`src/rtl/ifa_pkg.sv`:
```
// shared types, codes and constant tables for the integer to ascii formatter
// no dependencies
package ifa_pkg;

  localparam int unsigned VALUE_W = 32;
  localparam int unsigned POS_W   = 5;
  localparam int unsigned DIGIT_W = 4;
  localparam int unsigned WIDTH_W = 6;
  localparam int unsigned CHAR_W  = 8;

  // topmost position index per radix
  localparam logic [POS_W-1:0] HEX_TOP = 5'd7;
  localparam logic [POS_W-1:0] DEC_TOP = 5'd9;
  localparam logic [POS_W-1:0] BIN_TOP = 5'd31;

  localparam logic [DIGIT_W-1:0] DEC_DIGIT_MAX = 4'd9;
  localparam logic [CHAR_W-1:0]  CHAR_ZERO     = 8'h30;
  localparam logic [CHAR_W-1:0]  CHAR_ALPHA    = 8'h61;

  typedef enum logic [1:0] {
    CMD_HEX = 2'd0,
    CMD_DEC = 2'd1,
    CMD_BIN = 2'd2
  } cmd_t;

  typedef enum logic [1:0] {
    GEN_IDLE,
    GEN_SHIFT,
    GEN_SUB,
    GEN_DOUT
  } gen_state_t;

  // one digit position handed from the digit generator to the char stage
  typedef struct packed {
    logic [DIGIT_W-1:0] digit;
    logic [POS_W-1:0]   pos;
    logic               lead;  // leading zero that is not the units position
    logic               pad;   // position lies below the minimum width
    logic [CHAR_W-1:0]  fill;
  } digit_beat_t;

  function automatic logic [VALUE_W-1:0] dec_power(input logic [3:0] pos);
    logic [VALUE_W-1:0] p;
    case (pos)
      4'd0:    p = 32'd1;
      4'd1:    p = 32'd10;
      4'd2:    p = 32'd100;
      4'd3:    p = 32'd1000;
      4'd4:    p = 32'd10000;
      4'd5:    p = 32'd100000;
      4'd6:    p = 32'd1000000;
      4'd7:    p = 32'd10000000;
      4'd8:    p = 32'd100000000;
      4'd9:    p = 32'd1000000000;
      default: p = 32'd1;
    endcase
    return p;
  endfunction

  // lower case hex letters above nine
  function automatic logic [CHAR_W-1:0] ascii_digit(input logic [DIGIT_W-1:0] d);
    logic [CHAR_W-1:0] c;
    if (d < 4'd10) begin
      c = CHAR_ZERO + {4'd0, d};
    end else begin
      c = CHAR_ALPHA + {4'd0, d} - 8'd10;
    end
    return c;
  endfunction

endpackage

```
`src/rtl/ifa_digit_gen.sv`:
```
// digit generator: shifts hex and binary digits out of the top of a register,
// builds decimal digits by repeated subtraction of powers of ten
// depends on ifa_pkg
module ifa_digit_gen (
  input  logic                         clk,
  input  logic                         rst,
  input  logic                         in_valid,
  output logic                         in_stall,
  input  logic [1:0]                   command,
  input  logic [ifa_pkg::VALUE_W-1:0]  value,
  input  logic [ifa_pkg::WIDTH_W-1:0]  min_width,
  input  logic [ifa_pkg::CHAR_W-1:0]   fill_char,
  output logic                         beat_valid,
  input  logic                         beat_stall,
  output ifa_pkg::digit_beat_t         beat
);
  import ifa_pkg::*;

  gen_state_t           state;
  gen_state_t           state_next;
  logic [VALUE_W-1:0]   val;
  logic [VALUE_W-1:0]   rem;
  logic [VALUE_W-1:0]   power;
  logic [POS_W-1:0]     pos;
  logic [DIGIT_W-1:0]   dcnt;
  logic [WIDTH_W-1:0]   minw;
  logic [CHAR_W-1:0]    fill;
  logic                 is_hex;
  logic                 started;
  logic                 in_take;
  logic                 beat_take;
  logic                 sub_ok;
  logic                 sub_go;
  logic [DIGIT_W-1:0]   digit;
  cmd_t                 cmd;

  assign cmd    = cmd_t'(command);
  assign power  = dec_power(pos[3:0]);
  assign sub_ok = (rem >= power) && (dcnt < DEC_DIGIT_MAX);

  // next state
  always_comb begin
    state_next = state;
    unique case (state)
      GEN_IDLE: begin
        if (in_valid) begin
          case (cmd) inside
            CMD_HEX, CMD_BIN: state_next = GEN_SHIFT;
            CMD_DEC:          state_next = GEN_SUB;
            default:          state_next = GEN_IDLE;
          endcase
        end
      end
      GEN_SHIFT: begin
        if (!beat_stall && pos == '0) state_next = GEN_IDLE;
      end
      GEN_SUB: begin
        if (!sub_ok) state_next = GEN_DOUT;
      end
      GEN_DOUT: begin
        if (!beat_stall) state_next = (pos == '0) ? GEN_IDLE : GEN_SUB;
      end
      default: state_next = GEN_IDLE;
    endcase
  end

  // outputs
  always_comb begin
    in_stall   = (state != GEN_IDLE);
    in_take    = (state == GEN_IDLE) && in_valid;
    beat_valid = (state == GEN_SHIFT) || (state == GEN_DOUT);
    beat_take  = beat_valid && !beat_stall;
    sub_go     = (state == GEN_SUB) && sub_ok;
    if (state == GEN_DOUT) begin
      digit = dcnt;
    end else if (is_hex) begin
      digit = val[VALUE_W-1 -: DIGIT_W];
    end else begin
      digit = {{(DIGIT_W-1){1'b0}}, val[VALUE_W-1]};
    end
    beat.digit = digit;
    beat.pos   = pos;
    beat.lead  = (digit == '0) && !started && (pos != '0);
    beat.pad   = ({1'b0, pos} < minw);
    beat.fill  = fill;
  end

  always_ff @(posedge clk) begin
    if (rst) begin
      state   <= GEN_IDLE;
      started <= 1'b0;
    end else begin
      state <= state_next;
      if (in_take) begin
        started <= 1'b0;
      end else if (beat_take && !beat.lead) begin
        started <= 1'b1;
      end
    end
  end

  // datapath
  always_ff @(posedge clk) begin
    if (in_take) begin
      val    <= value;
      rem    <= value;
      minw   <= min_width;
      fill   <= fill_char;
      dcnt   <= '0;
      is_hex <= (cmd == CMD_HEX);
      case (cmd)
        CMD_HEX: pos <= HEX_TOP;
        CMD_DEC: pos <= DEC_TOP;
        default: pos <= BIN_TOP;
      endcase
    end else if (sub_go) begin
      rem  <= rem - power;
      dcnt <= dcnt + 4'd1;
    end else if (beat_take) begin
      dcnt <= '0;
      if (pos != '0) pos <= pos - 5'd1;
      val <= is_hex ? (val << DIGIT_W) : (val << 1);
    end
  end

endmodule

```
`src/rtl/ifa_char_out.sv`:
```
// char stage: turns digit beats into ascii, drops or pads leading zeros,
// holds the result in an output register
// depends on ifa_pkg
module ifa_char_out (
  input  logic                        clk,
  input  logic                        rst,
  input  logic                        beat_valid,
  output logic                        beat_stall,
  input  ifa_pkg::digit_beat_t        beat,
  output logic                        out_valid,
  input  logic                        out_stall,
  output logic [ifa_pkg::CHAR_W-1:0]  character,
  output logic                        last
);
  import ifa_pkg::*;

  logic              beat_take;
  logic              emit;
  logic [CHAR_W-1:0] char_next;

  assign beat_stall = out_valid && out_stall;
  assign beat_take  = beat_valid && !beat_stall;
  // leading zeros at or above the minimum width vanish
  assign emit       = !beat.lead || beat.pad;
  assign char_next  = beat.lead ? beat.fill : ascii_digit(beat.digit);

  always_ff @(posedge clk) begin
    if (rst) begin
      out_valid <= 1'b0;
    end else if (!beat_stall) begin
      out_valid <= beat_take && emit;
    end
  end

  always_ff @(posedge clk) begin
    if (beat_take && emit) begin
      character <= char_next;
      last      <= (beat.pos == '0);
    end
  end

endmodule

```
`src/rtl/integer_to_ascii_formatter_unit.sv`:
```
// integer to ascii formatter, top level
// holds the digit generator and the char output stage; depends on ifa_pkg
//
// converts one unsigned 32-bit value per input beat into ascii text, most
// significant position first, one character per output beat. command picks
// the radix: hex (8 positions, lower case letters), decimal (10 positions)
// or binary (32 positions); command 3 is accepted and produces nothing.
// leading zero positions below min_width come out as fill_char, those at or
// above it are dropped, and the units position always yields a digit with
// last set. one item is in flight at a time: in_stall stays high from the
// accepted beat until the generator has handed over its units digit.
// hex and binary walk one position per cycle, unless the char stage stalls,
// out of a left shifting value register. decimal shares one 32-bit compare
// and subtract unit across its 10 positions: each position subtracts its
// power of ten once per unit of its digit, then hands the digit over. while
// a character waits in the output register, the generator stalls any beat
// it offers; decimal subtraction goes on meanwhile.
module integer_to_ascii_formatter_unit (
  input  logic                        clk,
  input  logic                        rst,
  input  logic                        in_valid,
  output logic                        in_stall,
  input  logic [1:0]                  command,
  input  logic [ifa_pkg::VALUE_W-1:0] value,
  input  logic [ifa_pkg::WIDTH_W-1:0] min_width,
  input  logic [ifa_pkg::CHAR_W-1:0]  fill_char,
  output logic                        out_valid,
  input  logic                        out_stall,
  output logic [ifa_pkg::CHAR_W-1:0]  character,
  output logic                        last
);
  import ifa_pkg::*;

  // per-position beats between generator and char stage
  logic        beat_valid;
  logic        beat_stall;
  digit_beat_t beat;

  ifa_digit_gen u_digit_gen (
    .clk        (clk),
    .rst        (rst),
    .in_valid   (in_valid),
    .in_stall   (in_stall),
    .command    (command),
    .value      (value),
    .min_width  (min_width),
    .fill_char  (fill_char),
    .beat_valid (beat_valid),
    .beat_stall (beat_stall),
    .beat       (beat)
  );

  ifa_char_out u_char_out (
    .clk        (clk),
    .rst        (rst),
    .beat_valid (beat_valid),
    .beat_stall (beat_stall),
    .beat       (beat),
    .out_valid  (out_valid),
    .out_stall  (out_stall),
    .character  (character),
    .last       (last)
  );

endmodule

```
`config.mk`:
```
export PLATFORM = sky130hd
export DESIGN_NAME = integer_to_ascii_formatter_unit
export DESIGN_NICKNAME = d
export VERILOG_FILES = /design/src/rtl/ifa_pkg.sv /design/src/rtl/ifa_digit_gen.sv /design/src/rtl/ifa_char_out.sv /design/src/rtl/integer_to_ascii_formatter_unit.sv
export SDC_FILE = /design/constraint.sdc
export NUM_CORES = 1
export LEC_CHECK = 0
export BUFFER_PORTS_ARGS = -buffer_cell sky130_fd_sc_hd__buf_2
export CORE_MARGIN = 1.5
export CORE_UTILIZATION = 40
export DETAILED_ROUTE_END_ITERATION = 12
export PLACE_DENSITY_LB_ADDON = 0.2
export SLEW_MARGIN = 0
export SYNTH_ARGS = -nofsm -noshare
export SYNTH_HDL_FRONTEND = slang
export SYNTH_HIERARCHICAL = 1
export SYNTH_SLANG_ARGS = --single-unit
```
`constraint.sdc`:
```
create_clock -name clk -period 9.69 [get_ports clk]
set_input_delay 1.938 -clock clk [delete_from_list [all_inputs] [get_ports clk]]
set_output_delay 1.938 -clock clk [all_outputs]
set_load 0.03 [all_outputs]
```
==> impl_metrics.ini, run 1 <==
[finish]
final_cell_mix = 93 x edfxtp_1, 82 x nand2_1, 62 x buf_2
multiInputGateArea_mm2 = 0.00326
drive_gt1_share_pct = 14.7
fin_util_pct = 47.2
seq_area_mm2 = 0.00341
final_common_cell = edfxtp_1
fill_cells = 1632
syn_to_final_growth_pct = 16.1
layout.nets = 847
antennaDiodeCount = 0

[clocking]
insertion_delay_ps = 410
cts_tree = yes
cts-root-buf = clkbuf_16
postCtsResizedCells = 0
cts_buffers = 17
cts_hold_buf = 0
post-cts-setup-buffer-count = 0
cts_htree_levels = 4
clk_path_buf_depth = 2
cts.sinks = 124
path_clk_slew_ps = 50

[floorplanning]
core_mm2 = 0.0171
die_area_mm2 = 0.0182
die_w_um = 135
dieHeight_um = 135
ios = 63
initial_core_util_pct = 40.7
num_rows = 48

[yosys]
syn_area_mm2 = 0.00696
yosysWarnings = 6
synth_fp_nets = 785
syn_area_per_cell_um2 = 10.1
yosysTopAreaCellShare_pct = 40.1
postSynth.asyncResetShare_pct = 0
yosys_most_used_dff = edfxtp_1
synth.distinct_cells = 61
yosysSeqAreaShare_pct = 49.1
synth.area.top_cells = edfxtp_1 40%, dfxtp_1 8.9%, ha_1 7.7%
synth_edf_count = 93
synthCells = 689
yosys_register_bits = 124
synth_top_cell_by_area = edfxtp_1

[placement]
hpwl_mm = 12.2
dpl_worst_slack_ps = 4560
finalWeightedCongestion = 0.891
numPortBuffers = 62

[global_route]
grtUsageTotal_pct = 19.1
grt_pass1_vias = 5186
antenna_found_initial = 0
grt_pass1_wl_mm = 26.7
grt_start_max_net_pins = 59
grt_overflow = 0

[setup_path]
cpMostUsedCell = buf_4
slowest_stage = inv_2
required_ps = 9740
cpPeakStageDelay_ps = 700
cp.buffers_inverters = 4
cp-end-kind = flip-flop
crit_chain = buf_2 -> or3b_1 -> inv_2 -> buf_4 -> or2_1 -> buf_4
worstPathMaxFanout = 58
cp-start-kind = primary input
arrival_ps = 4700
crit_type = in -> reg
critical_path.top_delay_family = buffers and inverters

[sta]
fin_skew_ps = 8.63
worstMarginPinSlew_ps = 882
setup_viol = 0
max_freq_mhz = 215
slew_viol_final = 0
tns_ps = 0
timing.hold.ws_ps = 464
rsz0062_at_grt = no
hold_viol = 0
setup_ws_ps = 5040
fin_crit_sh_pct = 48.0
relSlewSlack_pct = 41.0
period_needed_ps = 4650

[power_and_ir_drop]
peakVddDrop_uv = 155
power_density_mw_per_mm2 = 305
leakagePower_uw = 0.00332

[detailed_routing]
vias_per_cell = 5.32
wl_per_cell_um = 16.7
drt_iter0_markers = 487
finalWirelength_mm = 16.5
drc_errors = 0
drtPass1Iterations = 5
num_vias = 5264
antenna_left = 0

[job]
drv_cap = 0

[status]
status = finished clean

[worst_hold_path]
min_path_type = reg -> reg
==> worst min-delay path, delay by kind of cell, from the launching register on <==
kind	cells	cell delay [ps]
and+or+nand+nor	2	100
DFF	1	320
==> flip-flops by register name (all words and copies together), names as in the netlist <==
| name | count |
|---|---|
| u_digit_gen/rem | 32 |
| u_digit_gen/val | 32 |
| u_digit_gen/power | 23 |
| u_char_out/character | 8 |
| u_digit_gen/fill | 8 |
| u_digit_gen/minw | 6 |
| u_digit_gen/pos | 5 |
| u_digit_gen/dcnt | 4 |
| u_digit_gen/state | 2 |
| u_char_out/last | 1 |
| u_char_out/out_valid | 1 |
| u_digit_gen/is_hex | 1 |
| u_digit_gen/started | 1 |
==> routing by layer <==
layer	vias to the layer above	global-route usage, %	part of all wire [%]
met3	14	4.32	3.4
met4	0	5.20	1.3
met1	2507	26.1	49
li1	2620	-	-
met5	-	0	0
met2	123	30.5	47
==> Yosys cell counts, drive strengths merged, types with 3 or more instances <==
cell and n:
nand2 82, o31ai 4, nand4 7, nand2b 9
a21oi 44, mux2i 32, nor4b 3, xor2 17
a21boi 4, buf 9, inv 52, nor3 15
dfxtp 31, a211oi 5, xnor2 11, nor2b 3
or3 4, o211ai 3, a21o 19, o21a 10
or2 7, edfxtp 93, nand3 11, o21ai 76
and3 4, o21bai 5, ha 43, and2 8
a31oi 5, clkbuf 15, nor2 34
==> final cells by class <==
type	instances	share of cell area, %
Sequential cell	124	42.2
Inverter	52	2.42
Clock inverter	5	0.325
Tap cell	225	3.48
Clock buffer	27	6.88
Multi-Input combinational cell	489	40.3
Timing Repair Buffer	67	4.31
==> power by group <==
part           total (µW)  internal, µW  leakage [µW]  switching (µW)
clock                 610           390      0.000287             220
sequential            804           745       0.00116            59.2
combinational        1050           427       0.00187             627
==> logic make-up after synthesis <==
logic type	after synthesis	share of synthesized area [%]
AND/OR/NAND/NOR	195	13.2
AO/OA/AOI/OAI	188	17.1
flip-flops	124	49.1
buffers and inverters	76	4.19
adder cells (fa/ha/maj)	44	8.02
multiplexers	34	4.93
XOR/XNOR	28	3.52
==> path summary, 6_finish.rpt <==
check                   endpoint                 from  slack (ps)  cells past startpoint
max reg2reg   u_digit_gen/rem[5]  u_digit_gen/rem[15]        6130                      8
min reg2reg  u_digit_gen/dcnt[3]  u_digit_gen/dcnt[3]         460                      2
min          u_digit_gen/dcnt[3]  u_digit_gen/dcnt[3]         460                      2
max           u_digit_gen/rem[5]             in_valid        5040                      6
==> stage by stage <==
stage	std cells	instance area, µm²	total power [µW]
after floorplan	689	6960	1610
after global placement	957	7500	1830
after detailed placement	957	7500	1850
after CTS	989	8080	2470
after global routing	989	8080	2640
final	989	8080	2470
Note: power is estimated with default switching activity, not from simulation.
==> run 2: changes to the inputs <==
==> constraint.sdc (replaced) <==
create_clock -name clk -period 4.2 [get_ports clk]
set_input_delay 0.84 -clock clk [delete_from_list [all_inputs] [get_ports clk]]
set_output_delay 0.84 -clock clk [all_outputs]
set_load 0.03 [all_outputs]
==> run 2 against run 1 <==
Utilization fell by 0.10 points. Routed wire length grew 0.31%. Die area did not move. Final area decreased by 0.22%. Register-to-register slack lost 5300 ps.
==> impl_metrics.ini, run 2 (same netlist as run 1, synthesis figures left out) <==
[power_and_ir_drop]
p_sw_uw = 2080
power_frac_seq_pct = 33.2
p_int_uw = 3530
peakVddDrop_uv = 344
combPwrFrac_pct = 43.4
leakagePower_uw = 0.00331
power_density_mw_per_mm2 = 697
swShare_pct = 37.1
clkPwrFrac_pct = 23.4

[sta]
rsz0062_at_grt = no
tns_ps = 0
hold_viol = 0
setup_viol = 0
slew_viol_final = 0
max_freq_mhz = 299
fin_crit_sh_pct = 79.7
worstMarginPinSlew_ps = 905
period_needed_ps = 3350
fin_skew_ps = 8.28
relSlewSlack_pct = 39.7

[setup_path]
cpPeakStageDelay_ps = 490
cp.buffers_inverters = 2
arrival_ps = 3450
cp-end-kind = flip-flop
regToRegSetupSlack_ps = 850
worstPathMaxFanout = 28
crit_type = reg -> reg
rr_worst_depth = 10
critical_path.top_delay_family = simple AND/OR/NAND/NOR gates
worstReg2RegEnd = u_digit_gen/rem[21]
reg2reg_from = u_digit_gen/power[28]
cp-start-kind = flip-flop
crit_chain = inv_1 -> ha_1 -> nand2_1 -> nor2_1 -> and3_1 -> nor4b_1 -> o41ai_2 -> a31oi_1 -> or2_1 -> buf_12
required_ps = 4300
slowest_stage = a31oi_1

[global_route]
antenna_found_initial = 0
grt_start_max_net_pins = 47
grtUsageTotal_pct = 19.2
grt_pass1_vias = 5369
grt_overflow = 0
grt_pass1_wl_mm = 26.9

[floorplanning]
core_mm2 = 0.0171
dieHeight_um = 135
initial_core_util_pct = 40.7
die_w_um = 135
die_area_mm2 = 0.0182
ios = 63
num_rows = 48

[clocking]
cts_hold_buf = 0
post-cts-setup-buffer-count = 0
cts_tree = yes
cts_htree_levels = 4
cts-root-buf = clkbuf_16
cts_buffers = 17
cts.sinks = 124
clk_path_buf_depth = 2
insertion_delay_ps = 410
postCtsResizedCells = 0
path_clk_slew_ps = 50

[worst_hold_path]
hold_path.startpoint = u_digit_gen/dcnt[3]
min_to = u_digit_gen/dcnt[3]
hold_depth = 2
min_path_type = reg -> reg

[placement]
finalWeightedCongestion = 0.862
hpwl_mm = 12.4
numPortBuffers = 62
placedInstanceArea_mm2 = 0.00753

[finish]
final_common_cell = edfxtp_1
antennaDiodeCount = 0
final_cell_mix = 93 x edfxtp_1, 82 x nand2_1, 62 x buf_2
fin_area_mm2 = 0.00806
layout.nets = 848
drive_gt1_share_pct = 14.6
syn_to_final_growth_pct = 15.9

[detailed_routing]
num_vias = 5267
antenna_left = 0
finalWirelength_mm = 16.6
vias_per_cell = 5.32
drt_iter0_markers = 358
drtPass1Iterations = 7
wl_per_cell_um = 16.8
drc_errors = 0

[status]
status = finished clean

[job]
drv_cap = 0
[run 2: power by group through the flow]
stage	registers, µW	logic, µW	clock network [µW]
2_1_floorplan	1840	1880	0
3_3_place_gp	1880	2360	0
3_5_place_dp	1880	2420	0
4_1_cts	1870	2430	1350
5_1_grt	1890	2720	1400
6_report	1870	2440	1320
[run 2: layout make-up]
class	count	area, µm²
inverter	52	195
sequential	124	3410
timing repair buffer	68	380
tap	225	282
clock inverter	9	73.8
fill	1620	9050
multi-input combinational	489	3260
clock buffer	23	458
[run 2: worst max-delay path by stage]
stage | startpoint | to | cells past startpoint
floorplan | u_digit_gen/rem[0] | u_digit_gen/rem[0] | 10
global placement | in_valid | u_digit_gen/power[23] | 9
detailed placement | in_valid | u_digit_gen/power[23] | 9
CTS | u_digit_gen/power[28] | u_digit_gen/rem[13] | 10
global route | u_digit_gen/power[28] | u_digit_gen/rem[13] | 10
finish | u_digit_gen/power[28] | u_digit_gen/rem[21] | 10
[run 2: metrics by stage]
stage / hold WS [ps] / total power [µW] / instances / setup WS (ps) / utilization (%)
2_1_floorplan: 428 / 3720 / 689 / 983 / -
3_3_place_gp: 451 / 4240 / 958 / 581 / 44.0
3_5_place_dp: 469 / 4300 / 958 / 541 / 44.0
4_1_cts: 476 / 5650 / 990 / 861 / 47.1
5_1_grt: 498 / 6020 / 990 / 534 / 47.1
6_report: 473 / 5620 / 990 / 851 / 47.1
[run 2: per-layer routing]
metal / part of all wire [%] / track usage (%) / vias up
li1: - / - / 2610
met1: 47 / 25.0 / 2521
met2: 47 / 31.3 / 123
met4: 1.1 / 6.57 / 0
met3: 4.2 / 4.62 / 13
met5: 0 / 0 / -
[run 2: worst reg2reg max path: cells and delay by family (launching register included)]
| family | cells | cell delay, ps |
|---|---|---|
| buffers and inverters | 2 | 390 |
| adders and majority gates | 1 | 380 |
| DFF | 1 | 300 |
| AOI/OAI and AO/OA | 2 | 680 |
| and+or+nand+nor | 5 | 1290 |
